==> src/rtl/core/mrrf_pkg.sv <==
`default_nettype none

package mrrf_pkg;

  localparam int unsigned FrameBytes = 8;
  localparam int unsigned BodyBytes  = 6;
  localparam int unsigned IdxW       = $clog2(FrameBytes);
  localparam int unsigned PaddrW     = 3;

  localparam logic [15:0] CrcInit = 16'hFFFF;
  localparam logic [15:0] CrcPoly = 16'hA001;

  localparam logic [IdxW-1:0] IdxCrcFirst = IdxW'(BodyBytes);
  localparam logic [IdxW-1:0] IdxLast     = IdxW'(FrameBytes - 1);

  localparam logic RegCrcHighFirst = 1'b0;

  typedef logic [IdxW-1:0] idx_t;

  function automatic logic [15:0] crc_step(input logic [15:0] crc, input logic [7:0] data);
    logic [15:0] acc;
    acc = crc ^ {8'h00, data};
    for (int b = 0; b < 8; b++) begin
      if (acc[0]) begin
        acc = (acc >> 1) ^ CrcPoly;
      end else begin
        acc = acc >> 1;
      end
    end
    return acc;
  endfunction

endpackage

`default_nettype wire

==> src/rtl/core/modbus_rtu_request_framer.sv <==
`default_nettype none

// Modbus RTU request framer. A request is taken when start is high and busy is
// low; the block then emits the eight frame bytes on consecutive cycles, one
// beat per cycle marked by frame_valid_o, the last beat flagged by frame_last_o.
// The receiver cannot stall the stream: every beat appears exactly once. busy
// drops during the final beat, so requests may follow back to back. The CRC-16
// is folded in one byte per cycle as the six body bytes go out, and its two
// bytes follow in the order chosen by crc_high_first (reset: low byte first).
// Register 0 (byte address 0) holds crc_high_first in bit 0.
module modbus_rtu_request_framer (
  input  wire                              clk_i,
  input  wire                              rst_ni,
  input  wire                              start,
  output logic                             busy,
  input  wire  [7:0]                       server_address_i,
  input  wire  [7:0]                       function_code_i,
  input  wire  [15:0]                      register_address_i,
  input  wire  [7:0]                       data_high_i,
  input  wire  [7:0]                       data_low_i,
  output logic                             frame_valid_o,
  output logic [7:0]                       frame_byte_o,
  output logic                             frame_last_o,
  input  wire                              psel,
  input  wire                              penable,
  input  wire                              pwrite,
  input  wire  [mrrf_pkg::PaddrW-1:0]      paddr,
  input  wire  [31:0]                      pwdata,
  output logic [31:0]                      prdata,
  output logic                             pready
);

  logic                 accept;
  logic                 cfg_wr;
  logic                 reg_sel;
  logic                 crc_high_first_q;
  logic                 active_q, active_d;
  mrrf_pkg::idx_t       idx_q, idx_d;
  logic [15:0]          crc_q, crc_d;
  logic [7:0]           addr_q, func_q, regh_q, regl_q, dath_q, datl_q;
  logic [7:0]           body_byte;
  logic                 is_last;

  assign pready  = 1'b1;
  assign reg_sel = (paddr[mrrf_pkg::PaddrW-1:2] == 1'b0);
  assign cfg_wr  = psel && penable && pwrite && pready && reg_sel;
  assign prdata  = reg_sel ? {31'd0, crc_high_first_q} : 32'd0;

  always_ff @(posedge clk_i or negedge rst_ni) begin
    if (!rst_ni) begin
      crc_high_first_q <= 1'b0;
    end else if (cfg_wr) begin
      crc_high_first_q <= pwdata[0];
    end
  end

  assign is_last = (idx_q == mrrf_pkg::IdxLast);
  assign busy    = active_q && !is_last;
  assign accept  = start && !busy;

  always_comb begin
    case (idx_q)
      3'd0:    body_byte = addr_q;
      3'd1:    body_byte = func_q;
      3'd2:    body_byte = regh_q;
      3'd3:    body_byte = regl_q;
      3'd4:    body_byte = dath_q;
      3'd5:    body_byte = datl_q;
      default: body_byte = 8'h00;
    endcase
  end

  always_comb begin
    active_d = active_q;
    idx_d    = idx_q;
    crc_d    = crc_q;
    if (accept) begin
      active_d = 1'b1;
      idx_d    = '0;
      crc_d    = mrrf_pkg::CrcInit;
    end else if (active_q) begin
      if (is_last) begin
        active_d = 1'b0;
      end
      idx_d = idx_q + 1'b1;
      if (idx_q < mrrf_pkg::IdxCrcFirst) begin
        crc_d = mrrf_pkg::crc_step(crc_q, body_byte);
      end
    end
  end

  always_ff @(posedge clk_i or negedge rst_ni) begin
    if (!rst_ni) begin
      active_q <= 1'b0;
      idx_q    <= '0;
    end else begin
      active_q <= active_d;
      idx_q    <= idx_d;
    end
  end

  always_ff @(posedge clk_i) begin
    crc_q <= crc_d;
    if (accept) begin
      addr_q <= server_address_i;
      func_q <= function_code_i;
      regh_q <= register_address_i[15:8];
      regl_q <= register_address_i[7:0];
      dath_q <= data_high_i;
      datl_q <= data_low_i;
    end
  end

  always_comb begin
    frame_valid_o = active_q;
    frame_last_o  = active_q && is_last;
    if (idx_q < mrrf_pkg::IdxCrcFirst) begin
      frame_byte_o = body_byte;
    end else if ((idx_q == mrrf_pkg::IdxCrcFirst) != crc_high_first_q) begin
      frame_byte_o = crc_q[7:0];
    end else begin
      frame_byte_o = crc_q[15:8];
    end
  end

`ifndef SYNTHESIS
  a_last_in_frame: assert property (@(posedge clk_i) disable iff (!rst_ni)
    frame_last_o |-> frame_valid_o)
    else $error("last flag outside a frame");

  a_first_beat: assert property (@(posedge clk_i) disable iff (!rst_ni)
    accept |=> frame_valid_o && !frame_last_o && (idx_q == '0))
    else $error("accepted request did not start a frame");

  a_no_gap: assert property (@(posedge clk_i) disable iff (!rst_ni)
    (frame_valid_o && !frame_last_o) |=> frame_valid_o)
    else $error("gap inside a frame");

  a_busy_active: assert property (@(posedge clk_i) disable iff (!rst_ni)
    busy |-> frame_valid_o && !frame_last_o)
    else $error("busy without a frame in flight");

  a_idle_after_last: assert property (@(posedge clk_i) disable iff (!rst_ni)
    (frame_last_o && !accept) |=> !frame_valid_o)
    else $error("beats continue after the last beat");
`endif

endmodule

`default_nettype wire
==> config.mk <==
export PLATFORM = sky130hd
export DESIGN_NAME = modbus_rtu_request_framer
export DESIGN_NICKNAME = d
export VERILOG_FILES = /design/src/rtl/core/mrrf_pkg.sv /design/src/rtl/core/modbus_rtu_request_framer.sv
export SDC_FILE = /design/constraint.sdc
export NUM_CORES = 1
export LEC_CHECK = 0
export BUFFER_PORTS_ARGS = -buffer_cell sky130_fd_sc_hd__buf_2
export CORE_AREA = 2 2 88 90
export DETAILED_ROUTE_END_ITERATION = 8
export DIE_AREA = 0 0 90 92
export HOLD_SLACK_MARGIN = 0.05
export PLACE_DENSITY = 0.78
export RECOVER_POWER = 25
export SLEW_MARGIN = 5
export SYNTH_ARGS = -nofsm -noshare
export SYNTH_HDL_FRONTEND = slang
export SYNTH_SLANG_ARGS = --single-unit
export TNS_END_PERCENT = 100
==> constraint.sdc <==
create_clock -name clk_i -period 3.7 [get_ports clk_i]
set_clock_uncertainty 0.2 [all_clocks]
set_input_delay 1.11 -clock clk_i [delete_from_list [all_inputs] [get_ports clk_i]]
set_output_delay 1.11 -clock clk_i [all_outputs]
set_load 0.05 [all_outputs]
==> results.cfg <==
[die]
dieArea_um2 = 8280
core_um2 = 7447
rows = 32
boundaryPins = 133
fp.dieH_um = 92
die_w_um = 90
start_util = 0.4676

[synthesis]
ys_ff_latch = 69
synth-edff-count = 48
yosys_warnings = 0
synth_async_sr_flop_share = 0.07246
yosysUniqueCellTypes = 53
synth_area_um2 = 3482
synth_ff_type = edfxtp_1
yosysTopAreaCellShare = 0.4139
synthTopCellsByCount = edfxtp_1, nand2_1, buf_4
ys_seq_area_frac = 0.5419
yosysTopAreaCell = edfxtp_1
yosysMostFrequentCell = edfxtp_1
synth.avg_cell_area_um2 = 11.97
netlist_top_cells_area = edfxtp_1, dfxtp_1, buf_4
syn_inst = 291

[critical_path]
cp_data_required_time_ns = 2.39
path_cells = inv_1 -> ha_2 -> a22oi_1 -> o221ai_1 -> nor2_1 -> a21oi_2 -> buf_2
crit_fanout = 14
max_stage_delay_ns = 0.47
arrival_ns = 2.28
slowest_stage = dfrtp_1
reg2reg_depth = 9
end_kind = output pin
crit_type = reg -> out
crit_path_start_kind = flop

[sta]
slew_headroom = 0.4622
hold_viol_final = 0
tightestPinTransition_ns = 0.8048
tns_ns = 0
fmaxAchievable_ghz = 0.2782
fin_crit_sh = 0.9715
setup_ws_ns = 0.1056
period_minus_slack_ns = 3.594
setup_viol = 0
maxSlewViolCount = 0
rsz0062_at_grt = no

[flow_run]
cap_violations = 0

[drt]
routed-via-count = 2362
drc = 0
drt_wl_total_um = 6648
dr.first_iter.drc_count = 110
drt-pass1-iter-count = 4
routed_via_density = 5.015
drt.antenna.violating_nets = 0
routedWlPerCell_um = 14.11

[clocking]
clk_pin_slew_ns = 0.07
cts_buffers = 9
cts-root-buf = clkbuf_8
htreeDepth = 3
cts_buffer_depth = 2
clk_latency_ns = 0.34
clkSinkCount = 69
tritoncts = done

[power]
p_leak_nw = 1.668
total_power_w = 0.004784
ir_worst_vdd_v = 0.0005996
pwr_density_cell_nw_per_um2 = 1178

[global_routing]
track_usage = 0.1611
grt_pass1_wl_um = 10430
grt_start_max_net_pins = 28
antenna_found_initial = 0
grt_pass1_vias = 2238
grt-ovfl-total = 0

[placement]
dp_slack_ns = 0.2977
globalplace.congestion = 0.8318
dpl_cell_area_um2 = 3840
port_buffers = 67
dp_hpwl_um = 4883
dp_cells = 454

[run_status]
status = complete, no violations

[layout]
stdcell_count = 471
area_growth_pct = 16.64
nFillCells = 637
drive_gt1_frac = 0.3171
fin_nets = 459
stdcell_area_um2 = 4061
num_antenna_cells = 0

[hold_path]
hold_class = reg -> reg
min_path_cells = 2
## sequential cells by signal, summed over array words and instances (netlist names)
signal and count:
idx_q 3, crc_q 16, dath_q 8, regl_q 8, addr_q 8, datl_q 8, frame_valid_o 1, crc_high_first_q 1
regh_q 8, func_q 8
## worst paths after layout
| path | start | slack [ns] | end |
|---|---|---|---|
| setup / recovery | idx_q[1] | 0.11 | frame_byte_o[2] |
| hold / removal | crc_q[9] | 0.29 | crc_q[1] |
| setup reg to reg | idx_q[1] | 0.63 | crc_q[0] |
| hold reg to reg | crc_q[9] | 0.29 | crc_q[1] |
| max in group asynchronous | rst_ni | 2.67 | idx_q[0] |
| min in group asynchronous | rst_ni | 0.41 | idx_q[1] |
## repair_timing
| item | 4_1_cts | 5_1_grt |
|---|---|---|
| setup buffers | 1 | 0 |
| hold endpoints to repair | 0 | 0 |
| hold buffers | 0 | 0 |
| resized for setup | 2 | 7 |
| pin swaps | 1 | 1 |
| setup endpoints to repair | 7 | 4 |
## routing by layer
metal | part of all wire | track usage | vias to the layer above
met3 | 0.051 | 0.03369 | 12
met5 | 0 | 0 | -
met4 | 0.015 | 0.06154 | 0
li1 | - | - | 1139
met2 | 0.50 | 0.2813 | 96
met1 | 0.43 | 0.1968 | 1115
## power breakdown
part	switching (W)	leakage (nW)	internal (W)
Clock	0.000277	0.0887	0.000306
Sequential	0.000154	0.628	0.00110
Combinational	0.00170	0.951	0.00125
## critical path, delay by kind of cell (launching register included)
kind            cells  cell delay [ns]
compound gates      3             0.57
fa+ha+maj           1             0.39
buf+inv             2             0.43
flops               1             0.47
simple gates        1             0.09
## through the flow
stage                     utilization  hold slack, ns
final                          0.5454          0.2919
after global routing           0.5454          0.3288
after CTS                      0.5428          0.2925
after detailed placement       0.5156          0.2818
after global placement         0.5156          0.2780
after floorplan                     -          0.2627
## cell usage in the layout (no fill, tap or decap), drive strengths merged, types with 10 or more instances in the layout
| cell type | Yosys | routed |
|---|---|---|
| nor2 | 10 | 10 |
| clkbuf | 7 | 10 |
| edfxtp | 48 | 48 |
| dfxtp | 16 | 16 |
| buf | 37 | 75 |
| conb | 2 | 32 |
| a21oi | 13 | 13 |
| mux2i | 12 | 12 |
| xor2 | 11 | 11 |
| nand2 | 33 | 33 |
## final cells by class
cell class | count | area [um^2] | area share
well taps | 102 | 127.6 | 0.03142
clock inverters | 7 | 66.31 | 0.01633
clock buffers | 9 | 123.9 | 0.03050
flip-flops and latches | 69 | 1888 | 0.4649
multi-input cells | 200 | 1414 | 0.3481
repair buffers | 76 | 411.6 | 0.1014
inverters | 8 | 30.03 | 0.007394
## cells by family (layout without fill, tap and decap cells)
family / after synthesis / count (layout) / share of synthesized area
AO/OA/AOI/OAI: 56 / 56 / 0.1279
XOR/XNOR: 20 / 20 / 0.06073
adder cells (fa/ha/maj): 6 / 6 / 0.02156
buffers and inverters: 52 / 100 / 0.09917
flip-flops: 69 / 69 / 0.5419
multiplexers: 17 / 17 / 0.05174
other: 2 / 32 / 0.002157
AND/OR/NAND/NOR: 69 / 69 / 0.09486
No activity file was read; power rests on OpenSTA's default activity.
